[src/csq_pkg.sv]
package csq_pkg;

   localparam int DEPTH_DEFAULT     = 32;
   localparam int WORD_BITS_DEFAULT = 32;
   localparam int CMD_BITS          = 3;
   localparam int STATUS_BITS       = 2;

   typedef enum logic [CMD_BITS-1:0] {
      CMD_START   = 3'd0,
      CMD_ADVANCE = 3'd1,
      CMD_INSERT  = 3'd2,
      CMD_ATTACH  = 3'd3,
      CMD_REMOVE  = 3'd4,
      CMD_QUERY   = 3'd5
   } command_type;

   typedef enum logic [STATUS_BITS-1:0] {
      STATUS_DONE       = 2'd0,
      STATUS_FULL       = 2'd1,
      STATUS_NO_CURRENT = 2'd2
   } status_type;

   typedef enum logic [2:0] {
      ST_IDLE,
      ST_LOOP,
      ST_SHIFT_RD,
      ST_SHIFT_WR,
      ST_WRITE,
      ST_SHRINK,
      ST_READ,
      ST_FETCH
   } state_type;

   typedef struct packed {
      logic rd_en;
      logic wr_en;
   } mem_ctl_type;

endpackage

[src/csq_store.sv]
module csq_store #(
   parameter int DEPTH     = csq_pkg::DEPTH_DEFAULT,
   parameter int WORD_BITS = csq_pkg::WORD_BITS_DEFAULT
) (
   input  logic                     clock,
   input  csq_pkg::mem_ctl_type     mem_ctl,
   input  logic [$clog2(DEPTH)-1:0] rd_addr,
   input  logic [$clog2(DEPTH)-1:0] wr_addr,
   input  logic [WORD_BITS-1:0]     wr_data,
   output logic [WORD_BITS-1:0]     rd_data
);
   import csq_pkg::*;

   logic [WORD_BITS-1:0] mem [DEPTH];
   logic [WORD_BITS-1:0] rd_data_ff;

   always_ff @(posedge clock) begin
      if (mem_ctl.wr_en) begin
         mem[wr_addr] <= wr_data;
      end
      if (mem_ctl.rd_en) begin
         rd_data_ff <= mem[rd_addr];
      end
   end

   assign rd_data = rd_data_ff;

endmodule

[src/csq_alu.sv]
module csq_alu #(
   parameter int CNT_BITS = 6
) (
   input  logic [CNT_BITS-1:0] a,
   input  logic [CNT_BITS-1:0] b,
   input  logic                dec,
   output logic [CNT_BITS-1:0] next,
   output logic                lt
);
   import csq_pkg::*;

   // One incrementer or decrementer and one magnitude compare, shared by every step.
   assign next = dec ? (a - CNT_BITS'(1)) : (a + CNT_BITS'(1));
   assign lt   = (a < b);

endmodule

[src/csq_seq.sv]
module csq_seq #(
   parameter int DEPTH     = csq_pkg::DEPTH_DEFAULT,
   parameter int WORD_BITS = csq_pkg::WORD_BITS_DEFAULT
) (
   input  logic                          clock,
   input  logic                          reset,
   input  logic                          req_valid,
   input  logic [csq_pkg::CMD_BITS-1:0]  req_command,
   input  logic [WORD_BITS-1:0]          req_value,
   output logic                          req_stall,
   input  logic                          slot_free,
   output logic                          load,
   output logic [WORD_BITS-1:0]          current_value,
   output logic                          has_current,
   output logic [$clog2(DEPTH+1)-1:0]    entry_count,
   output logic [csq_pkg::STATUS_BITS-1:0] status,
   output csq_pkg::mem_ctl_type          mem_ctl,
   output logic [$clog2(DEPTH)-1:0]      rd_addr,
   output logic [$clog2(DEPTH)-1:0]      wr_addr,
   output logic [WORD_BITS-1:0]          wr_data,
   input  logic [WORD_BITS-1:0]          rd_data
);
   import csq_pkg::*;

   localparam int CNT_BITS = $clog2(DEPTH + 1);
   localparam int IDX_BITS = $clog2(DEPTH);
   localparam logic [CNT_BITS-1:0] FULL_COUNT = CNT_BITS'(DEPTH);

   state_type            state_ff, state_in;
   status_type           status_ff, status_in;
   logic [WORD_BITS-1:0] value_ff, value_in;
   logic [CNT_BITS-1:0]  count_ff, count_in;
   logic [CNT_BITS-1:0]  cursor_ff, cursor_in;
   logic [CNT_BITS-1:0]  idx_ff, idx_in;
   logic [CNT_BITS-1:0]  nbr_ff, nbr_in;
   logic [CNT_BITS-1:0]  pos_ff, pos_in;
   logic                 up_ff, up_in;
   logic                 has_ff, has_in;

   logic [CNT_BITS-1:0]  alu_a, alu_b, alu_next;
   logic                 alu_dec, alu_lt;
   command_type          cmd;

   csq_alu #(.CNT_BITS(CNT_BITS)) u_alu (
      .a    (alu_a),
      .b    (alu_b),
      .dec  (alu_dec),
      .next (alu_next),
      .lt   (alu_lt)
   );

   assign cmd       = command_type'(req_command);
   assign req_stall = (state_ff != ST_IDLE);

   always_ff @(posedge clock) begin
      if (reset) begin
         state_ff  <= ST_IDLE;
         count_ff  <= '0;
         cursor_ff <= '0;
      end else begin
         state_ff  <= state_in;
         count_ff  <= count_in;
         cursor_ff <= cursor_in;
      end
      status_ff <= status_in;
      value_ff  <= value_in;
      idx_ff    <= idx_in;
      nbr_ff    <= nbr_in;
      pos_ff    <= pos_in;
      up_ff     <= up_in;
      has_ff    <= has_in;
   end

   always_comb begin
      state_in  = state_ff;
      status_in = status_ff;
      value_in  = value_ff;
      count_in  = count_ff;
      cursor_in = cursor_ff;
      idx_in    = idx_ff;
      nbr_in    = nbr_ff;
      pos_in    = pos_ff;
      up_in     = up_ff;
      has_in    = has_ff;
      alu_a     = cursor_ff;
      alu_b     = count_ff;
      alu_dec   = 1'b0;
      mem_ctl   = '0;
      rd_addr   = cursor_ff[IDX_BITS-1:0];
      wr_addr   = idx_ff[IDX_BITS-1:0];
      wr_data   = rd_data;
      load      = 1'b0;

      unique case (state_ff)
         ST_IDLE: begin
            // Here the unit gives cursor + 1 and whether the cursor is on an entry.
            if (req_valid) begin
               value_in  = req_value;
               status_in = STATUS_DONE;
               state_in  = ST_READ;
               unique case (cmd) inside
                  CMD_START: begin
                     cursor_in = '0;
                  end
                  CMD_ADVANCE: begin
                     if (alu_lt) begin
                        cursor_in = alu_next;
                     end else begin
                        status_in = STATUS_NO_CURRENT;
                     end
                  end
                  CMD_INSERT, CMD_ATTACH: begin
                     if (count_ff == FULL_COUNT) begin
                        status_in = STATUS_FULL;
                     end else begin
                        if (cmd == CMD_INSERT) begin
                           pos_in = alu_lt ? cursor_ff : '0;
                        end else begin
                           pos_in = alu_lt ? alu_next : count_ff;
                        end
                        idx_in   = count_ff;
                        up_in    = 1'b1;
                        state_in = ST_LOOP;
                     end
                  end
                  CMD_REMOVE: begin
                     if (!alu_lt) begin
                        status_in = STATUS_NO_CURRENT;
                     end else begin
                        // For removal the index walks the source of each move.
                        idx_in   = alu_next;
                        up_in    = 1'b0;
                        state_in = ST_LOOP;
                     end
                  end
                  default: begin
                  end
               endcase
            end
         end
         ST_LOOP: begin
            if (up_ff) begin
               alu_a    = pos_ff;
               alu_b    = idx_ff;
               state_in = alu_lt ? ST_SHIFT_RD : ST_WRITE;
            end else begin
               alu_a    = idx_ff;
               alu_b    = count_ff;
               state_in = alu_lt ? ST_SHIFT_RD : ST_SHRINK;
            end
         end
         ST_SHIFT_RD: begin
            alu_a         = idx_ff;
            alu_dec       = 1'b1;
            nbr_in        = alu_next;
            mem_ctl.rd_en = 1'b1;
            rd_addr       = up_ff ? alu_next[IDX_BITS-1:0] : idx_ff[IDX_BITS-1:0];
            state_in      = ST_SHIFT_WR;
         end
         ST_SHIFT_WR: begin
            alu_a         = idx_ff;
            mem_ctl.wr_en = 1'b1;
            wr_addr       = up_ff ? idx_ff[IDX_BITS-1:0] : nbr_ff[IDX_BITS-1:0];
            wr_data       = rd_data;
            idx_in        = up_ff ? nbr_ff : alu_next;
            state_in      = ST_LOOP;
         end
         ST_WRITE: begin
            alu_a         = count_ff;
            mem_ctl.wr_en = 1'b1;
            wr_addr       = pos_ff[IDX_BITS-1:0];
            wr_data       = value_ff;
            count_in      = alu_next;
            cursor_in     = pos_ff;
            state_in      = ST_READ;
         end
         ST_SHRINK: begin
            alu_a    = count_ff;
            alu_dec  = 1'b1;
            count_in = alu_next;
            state_in = ST_READ;
         end
         ST_READ: begin
            has_in        = alu_lt;
            mem_ctl.rd_en = alu_lt;
            rd_addr       = cursor_ff[IDX_BITS-1:0];
            state_in      = ST_FETCH;
         end
         ST_FETCH: begin
            if (slot_free) begin
               load     = 1'b1;
               state_in = ST_IDLE;
            end
         end
         default: begin
            state_in = ST_IDLE;
         end
      endcase
   end

   assign current_value = has_ff ? rd_data : '0;
   assign has_current   = has_ff;
   assign entry_count   = count_ff;
   assign status        = status_ff;

endmodule

[src/cursor_sequence_store.sv]
// Ordered list of up to DEPTH words with a cursor, held in a single-port-per-cycle
// store and driven by one shared incrementer and comparator under a small sequencer.
// Each request returns one response giving the word at the cursor, whether the
// cursor is on an entry, the entry count and a status. Start, advance, query,
// unused codes and rejected requests pass through the read and fetch states before
// their response is loaded. Insert, attach and remove first run the shift loop,
// which moves each entry at and above the insertion point for insert and attach,
// and each entry after the cursor for remove: every moved entry costs a compare,
// a store read and a store write. A write or shrink step then precedes the read
// and fetch states. The next request is taken once the response has been placed
// in the output register, which holds it until the receiver releases the stall.
// No clearing pass is needed after reset.
module cursor_sequence_store #(
   parameter int DEPTH     = csq_pkg::DEPTH_DEFAULT,
   parameter int WORD_BITS = csq_pkg::WORD_BITS_DEFAULT
) (
   input  logic                            clock,
   input  logic                            reset,
   input  logic                            req_valid,
   output logic                            req_stall,
   input  logic [csq_pkg::CMD_BITS-1:0]    req_command,
   input  logic [WORD_BITS-1:0]            req_value,
   output logic                            rsp_valid,
   input  logic                            rsp_stall,
   output logic [WORD_BITS-1:0]            rsp_current_value,
   output logic                            rsp_has_current,
   output logic [$clog2(DEPTH+1)-1:0]      rsp_entry_count,
   output logic [csq_pkg::STATUS_BITS-1:0] rsp_status
);
   import csq_pkg::*;

   localparam int CNT_BITS = $clog2(DEPTH + 1);
   localparam int IDX_BITS = $clog2(DEPTH);

   mem_ctl_type              mem_ctl;
   logic [IDX_BITS-1:0]      rd_addr, wr_addr;
   logic [WORD_BITS-1:0]     wr_data, rd_data;
   logic                     load, slot_free;
   logic [WORD_BITS-1:0]     seq_value;
   logic                     seq_has;
   logic [CNT_BITS-1:0]      seq_count;
   logic [STATUS_BITS-1:0]   seq_status;

   logic                     rsp_valid_ff;
   logic [WORD_BITS-1:0]     rsp_value_ff;
   logic                     rsp_has_ff;
   logic [CNT_BITS-1:0]      rsp_count_ff;
   logic [STATUS_BITS-1:0]   rsp_status_ff;

   csq_seq #(.DEPTH(DEPTH), .WORD_BITS(WORD_BITS)) u_seq (
      .clock         (clock),
      .reset         (reset),
      .req_valid     (req_valid),
      .req_command   (req_command),
      .req_value     (req_value),
      .req_stall     (req_stall),
      .slot_free     (slot_free),
      .load          (load),
      .current_value (seq_value),
      .has_current   (seq_has),
      .entry_count   (seq_count),
      .status        (seq_status),
      .mem_ctl       (mem_ctl),
      .rd_addr       (rd_addr),
      .wr_addr       (wr_addr),
      .wr_data       (wr_data),
      .rd_data       (rd_data)
   );

   csq_store #(.DEPTH(DEPTH), .WORD_BITS(WORD_BITS)) u_store (
      .clock   (clock),
      .mem_ctl (mem_ctl),
      .rd_addr (rd_addr),
      .wr_addr (wr_addr),
      .wr_data (wr_data),
      .rd_data (rd_data)
   );

   assign slot_free = !rsp_valid_ff || !rsp_stall;

   always_ff @(posedge clock) begin
      if (reset) begin
         rsp_valid_ff <= 1'b0;
      end else if (load) begin
         rsp_valid_ff <= 1'b1;
      end else if (!rsp_stall) begin
         rsp_valid_ff <= 1'b0;
      end
      if (load) begin
         rsp_value_ff  <= seq_value;
         rsp_has_ff    <= seq_has;
         rsp_count_ff  <= seq_count;
         rsp_status_ff <= seq_status;
      end
   end

   assign rsp_valid         = rsp_valid_ff;
   assign rsp_current_value = rsp_value_ff;
   assign rsp_has_current   = rsp_has_ff;
   assign rsp_entry_count   = rsp_count_ff;
   assign rsp_status        = rsp_status_ff;

endmodule

[config.mk]
export PLATFORM = sky130hd
export DESIGN_NAME = cursor_sequence_store
export DESIGN_NICKNAME = d
export VERILOG_FILES = /design/src/csq_pkg.sv /design/src/csq_store.sv /design/src/csq_alu.sv /design/src/csq_seq.sv /design/src/cursor_sequence_store.sv
export SDC_FILE = /design/constraint.sdc
export NUM_CORES = 1
export LEC_CHECK = 0
export BUFFER_PORTS_ARGS = -buffer_cell sky130_fd_sc_hd__buf_2
export CORE_MARGIN = 10
export CORE_UTILIZATION = 35
export CTS_BUF_LIST = sky130_fd_sc_hd__clkbuf_4
export CTS_CLUSTER_SIZE = 20
export DETAILED_ROUTE_END_ITERATION = 8
export SYNTH_ARGS = -nofsm -noshare
export SYNTH_HDL_FRONTEND = slang
export SYNTH_HIERARCHICAL = 1
export SYNTH_SLANG_ARGS = --single-unit
[constraint.sdc]
create_clock -name clock -period 8.5 [get_ports clock]
set_clock_uncertainty 0.2 [all_clocks]
set_input_delay 0.425 -clock clock [delete_from_list [all_inputs] [get_ports clock]]
set_output_delay 0.425 -clock clock [all_outputs]
set_load 0.1 [all_outputs]
After elaboration in Yosys (flattened, before gate mapping)
Memory sizes are Yosys's and may differ from the RTL's. A register that Yosys moved wholly into a read port is not among the register bits.
Cells that the tools add are included.
{"block": "word_totals", "register_bits": 111, "mem_bits_rw": 1024, "out_inout_bits": 43, "n_memories": 1}
{"block": "classes", "addsub": 2, "n_lt_le_gt_ge": 1, "n_eq_ne": 22, "muxes": 46, "bitwise": 1, "n_reduce_logical": 21}
{"memory": "u_store.mem", "depth": 32, "word_bits": 32, "rd": 1, "rd_ports_with_merged_regs": 1, "write_ports": 1, "line": "csq_store.sv:14", "source": "logic [WORD_BITS-1:0] mem [DEPTH];"}
{"op": "$mux 6", "n": 12}
{"op": "$pmux 6 s2", "n": 4}
{"op": "$mux 32", "n": 1}
{"op": "$mux 3", "n": 7}
{"op": "$pmux 3 s7", "n": 1}
{"op": "$pmux 6 s3", "n": 1}
{"op": "$eq 3x3->1 const B", "n": 5}
{"op": "$mux 5", "n": 3}
{"op": "$eq 3x2->1 const B", "n": 4}
{"op": "$reduce_or 2->1", "n": 6}
{"op": "$mux 1", "n": 11}
{"op": "$pmux 5 s2", "n": 1}
{"op": "$reduce_and 5->1", "n": 2}
{"op": "$ne 3x2->1 const B", "n": 3}
{"op": "$reduce_and 4->1", "n": 2}
{"op": "$add 6x1->6 const B", "n": 1}
{"op": "$eq 3x1->1 const B", "n": 2}
{"op": "$eq 6x6->1 const B", "n": 1}
{"op": "$logic_not 3->1", "n": 2}
{"op": "$lt 6x6->1", "n": 1}
{"op": "$ne 2x2->1 const B", "n": 3}
{"op": "$pmux 3 s2", "n": 1}
{"op": "$reduce_bool 2->1", "n": 3}
{"op": "$sub 6x1->6 const B", "n": 1}
{"op": "other kinds (11)", "n": 15}

Longest topological paths before layout
{"block": "depth", "ltp_word": 9, "ltp_mapped": 20, "ltp_nobuf": 16}

Modules after synthesis
Netlist, hierarchy kept.
{"mod": "csq_store", "instances": 1, "cells_each": 2260, "area_per_inst_um2": 40812.9, "seq_area_each_um2": 31710.4}
{"mod": "csq_seq", "instances": 1, "cells_each": 425, "area_per_inst_um2": 3866.2, "seq_area_each_um2": 1921.8}
{"mod": "cursor_sequence_store", "instances": 1, "cells_each": 45, "area_per_inst_um2": 1263.7, "seq_area_each_um2": 1251.2}
{"mod": "csq_alu", "instances": 1, "cells_each": 40, "area_per_inst_um2": 325.3, "seq_area_each_um2": 0.0}

Worst setup path before layout
Ideal clock, no wire load.
{"block": "synth_timing", "path_type": "reg2reg", "from": "register u_seq.state_ff[1]", "to": "register u_store.rd_data_ff[0], in the netlist u_store/rd_data[0] (read register of u_store.mem) (enable)", "setup_ns": 0.432, "arrival_time_ns": 4.177, "required_time_ns": 7.868, "slack_ns": 3.692, "path_stages_with_launch": 13, "synth_period_minus_slack_ns": 4.808, "path_cell_list": "dfxtp_1 > buf_6 > buf_2 > buf_1 > nand2_1 > o211ai_1 > a21oi_1 > ha_1 > a211oi_2 > o31ai_1 > a21oi_1 > clkinv_1 > a21oi_1"}
{"item": "from (decl)", "line": "csq_seq.sv:29", "source": "state_type state_ff, state_in;"}
{"item": "from (signal assigned)", "line": "csq_seq.sv:61", "source": "state_ff <= state_in;"}
{"item": "to (decl)", "line": "csq_store.sv:15", "source": "logic [WORD_BITS-1:0] rd_data_ff;"}

Final worst setup path
{"block": "layout_timing", "from": "register u_seq.state_ff[0]", "to": "register u_store.rd_data_ff[31], in the netlist u_store/rd_data[31] (read register of u_store.mem), data pin"}
{"block": "layout_between", "elab_chain_len": 7, "elab_cells_between_ends": 19, "classes_between": "add/sub: 2; order compare: 1; eq/ne: 6; mux: 7; reduce/logical: 3"}
{"item": "$eq 3x3->1 or $eq 3x2->1 (tied branches)", "line": "csq_seq.sv:94", "source": "unique case (state_ff)"}
{"item": "$reduce_or 2->1 (no line)"}
{"item": "$pmux 6 s3 *", "line": "csq_seq.sv:94"}
{"item": "net u_seq.alu_a[1]", "line": "csq_seq.sv:40", "source": "logic [CNT_BITS-1:0] alu_a, alu_b, alu_next;"}
{"item": "$add 6x1->6 or $sub 6x1->6 (tied branches)", "line": "csq_alu.sv:13", "source": "assign next = dec ? (a - CNT_BITS'(1)) : (a + CNT_BITS'(1));"}
{"item": "$mux 6 *", "line": "csq_alu.sv:13"}
{"item": "net u_seq.alu_next[2]", "line": "csq_seq.sv:40"}
{"item": "$mux 5 *", "line": "csq_seq.sv:157", "source": "rd_addr = up_ff ? alu_next[IDX_BITS-1:0] : idx_ff[IDX_BITS-1:0];"}
{"item": "$mux 5 *", "line": "csq_seq.sv:94"}
{"item": "net rd_addr[2]", "line": "cursor_sequence_store.sv:36", "source": "logic [IDX_BITS-1:0] rd_addr, wr_addr;"}
The timed path passes the listed nets; every way through them passes the cells marked *.
A chain may end at the register's enable or synchronous reset.

==> impl_results.md <==
* Vias in the first global route at 26700
* Net count after synthesis at 2819
* Routed vias at 26300
* Cell area after synthesis at 46300 sq um
* Met3 GRT Util at 3.67%
* CP max FO at 49
* Required time of the critical path at 9.22 ns
* Number of flops mapped to enable cells by yosys at 1151
* Largest net degree at the start of global routing at 129
* DRC at 0
* Die height at 384 um
* TritonCTS clock tree: built
* Status: complete, no violations
* Std-Cell Rows at 133
* Core ar. at 131000 sq um
* Min Tclk post-route at 5.86 ns
* Initial DRT Pass Iterations at 6
* Area leader, netlist: edfxtp_1
* Fmax at 171 MHz
* Total Wirelength at 120000 um
* Synth area leaders: edfxtp_1 75%, mux2i_1 11%, nand2_1 1.8%, a22oi_1 1.6%, a21oi_1 1.3%
* Sequential share of power at 40.1%
* Synth cell count leaders: 1151 x edfxtp_1, 529 x mux2i_1, 217 x nand2_1
* Initial antenna violation count at 3
* Clock tree sinks at 1167
* Max Cap Viol at 0
* DR vias/cell at 5.16
* GR Layer Usage met1 at 20.3%
* WHS at 0.155 ns
* H-tree Lvls at 5
* Netlist cell types at 63
* Combinational share of power at 38.9%
* Pins Over Slew Limit at 0
* Hold_buf cts at 83
* Sw Share at 37.9%
* RSZ-0062 raised after global routing: false
* Count leader, synth: edfxtp_1
* Setup_tns at 0 ns
* Clock power share at 21.0%
* Post-CTS sizing at 0
* Net Sw Power at 0.00786 W
* Reg clk slew, reported paths at 0.07 ns
* Initial Util at 35.2%
* Setup crit end kind: flip-flop
* Post-DR wirelength/cell at 23.6 um
* Int Pwr at 0.0129 W
* Total GRT Usage at 15.9%
* CTS max path bufs at 4
* Most Used Layer, Global Route: met2
* Worst relative slew slack at 16.9%
* Yosys reg bits at 1167
* Critical path class: reg2reg
* Post-synthesis sequential area ratio at 75.4%
* Area delta synth->final at 14.7%
* Final Wtd Congestion at 0.805
* Final Hold Vio Count at 0
* Worst-Margin Slew at 1.24 ns
* DP Wirelength at 63200 um
* Cells after synthesis at 2770
* Met2 usage at 26.7%
* Layout cells sized above 1 at 18.6%
* # setup viols final at 0
* PD cells at 391 nW/um^2
* CTS root buf: clkbuf_4
* Die area at 147000 sq um
* Num ports at 82
* Top_reg_cell synth: edfxtp_1
* Arr. time, crit path at 6.58 ns
* Worst Hold Class: in2reg
* Global-route wire length before repair at 176000 um
* TritonCTS Buffers at 301
* Gr ovfl total at 0
* Post-layout nets at 3195
* Post-CTS Setup Bufs at 0
* CP Launch Type: flip-flop
* Leak at 17.6 nW
* YS warnings at 6
* Fin crit share at 68.9%
* Synthesized area per cell at 16.7 sq um
* Post-synth ARST share at 0%
* Post-route ant nets at 0
* Die X at 384 um
* Port buffer count at 81
* Worst-skew pair later-pin latency at 1.21 ns
* Initial drt markers at 2369
* Peak supply drop at 712 uV
* Top-area cell type share of the netlist area at 74.7%
metrics by stage:
step	cells	power [W]	util, %	setup WS [ns]	area [sq um]
after floorplan	2770	0.0140	-	3.69	46300
after global placement	4515	0.0164	37.2	2.94	48900
after detailed placement	4515	0.0165	37.2	2.76	48900
after CTS	5080	0.0209	40.4	2.69	53100
after global routing	5086	0.0219	40.4	2.19	53100
final	5087	0.0208	40.4	2.64	53100
worst paths after layout:
kind                                            end  slack [ns]         startpoint  cells past startpoint
worst max register to register  u_store/rd_data[31]        2.64  u_seq/state_ff[0]                     15
worst max-delay path            u_store/rd_data[31]        2.64  u_seq/state_ff[0]                     15
worst min-delay path                u_seq/status[0]        0.16     req_command[2]                      4
worst min register to register        rsp_status[1]        0.23    u_seq/status[1]                      0
cell type report:
cell class / instances / area [sq um]
Multi-Input combinational cell: 1436 / 10800
Tap cell: 1755 / 2200
Clock buffer: 407 / 3060
Clock inverter: 75 / 309
Inverter: 17 / 63.8
Antenna cell: 7 / 17.5
Fill cell: 12100 / 78400
Sequential cell: 1167 / 34900
Timing Repair Buffer: 223 / 1790
power groups by stage:
stage          clock network [W]  registers (W)  logic, W
2_1_floorplan                  0        0.00835   0.00565
3_3_place_gp                   0        0.00845   0.00794
3_5_place_dp                   0        0.00846   0.00801
4_1_cts                  0.00448        0.00833   0.00806
5_1_grt                  0.00480        0.00837   0.00871
6_report                 0.00435        0.00834   0.00808
sequential cells by signal, indices dropped and copies added, names as in the netlist, 3 cells and up:
name               flops
u_seq/state_ff         3
u_seq/idx_ff           6
u_seq/nbr_ff           6
u_store/mem         1024
rsp_current_value     32
u_seq/cursor_ff        6
u_seq/pos_ff           6
rsp_entry_count        6
u_seq/entry_count      6
u_seq/value_ff        32
u_store/rd_data       32
critical path, cell delays in order, from the launching register on:
cell and delay [ns]:
dfxtp_1 0.81, nand2b_1 0.21, nor2_2 0.36, nand2_1 0.10
a21oi_1 0.27, inv_1 0.10, fa_1 0.43, xnor2_1 0.50
a21oi_1 0.14, a21oi_1 0.51, and2_4 0.79, buf_12 0.36
buf_4 0.31, a21oi_1 0.10, a31oi_1 0.23, nand3_1 0.09
placed cells by master, fill, tap and decap left out, types with 4 or more instances in the layout:
cell           instances
a21o_1                 4
a21oi_1              115
a221o_1                6
a221oi_1               4
a22o_1                65
a22oi_1               98
a31oi_1               34
and2_1                35
buf_12                 9
buf_2                 81
buf_4                 50
clkbuf_4             407
clkinv_1              71
dfxtp_1               16
diode_2                7
dlygate4sd3_1         83
edfxtp_1            1151
ha_1                   9
inv_1                 12
inv_2                  7
mux2_1                 6
mux2i_1              529
nand2_1              216
nand2b_1               7
nand3_1              101
nand3b_1               6
nor2_1                48
nor2_4                34
nor2b_1                4
nor3_1                40
o21ai_0                6
o22ai_1                8
o2bb2ai_1              5
or3b_2                 4
xnor2_1                5
kinds of logic (layout without fill, tap and decap cells):
logic type	Yosys count	after routing	share of synthesized area [%]
buffers and inverters	167	722	2.01
flip-flops	1167	1167	75.4
adder cells (fa/ha/maj)	10	10	0.287
XOR/XNOR	6	6	0.114
AO/OA/AOI/OAI	365	365	5.44
AND/OR/NAND/NOR	520	520	5.17
multiplexers	535	535	11.6
other	0	7	0
routing by layer:
metal | routed length, um | part of all wire, % | vias to the layer above
met2 | 59300 | 49 | 992
met3 | 8150 | 6.8 | 191
met4 | 2790 | 2.3 | 0
met1 | 49700 | 41 | 13300
met5 | 0 | 0 | -
li1 | - | - | 11700
Note: power is estimated with default switching activity, not from simulation.
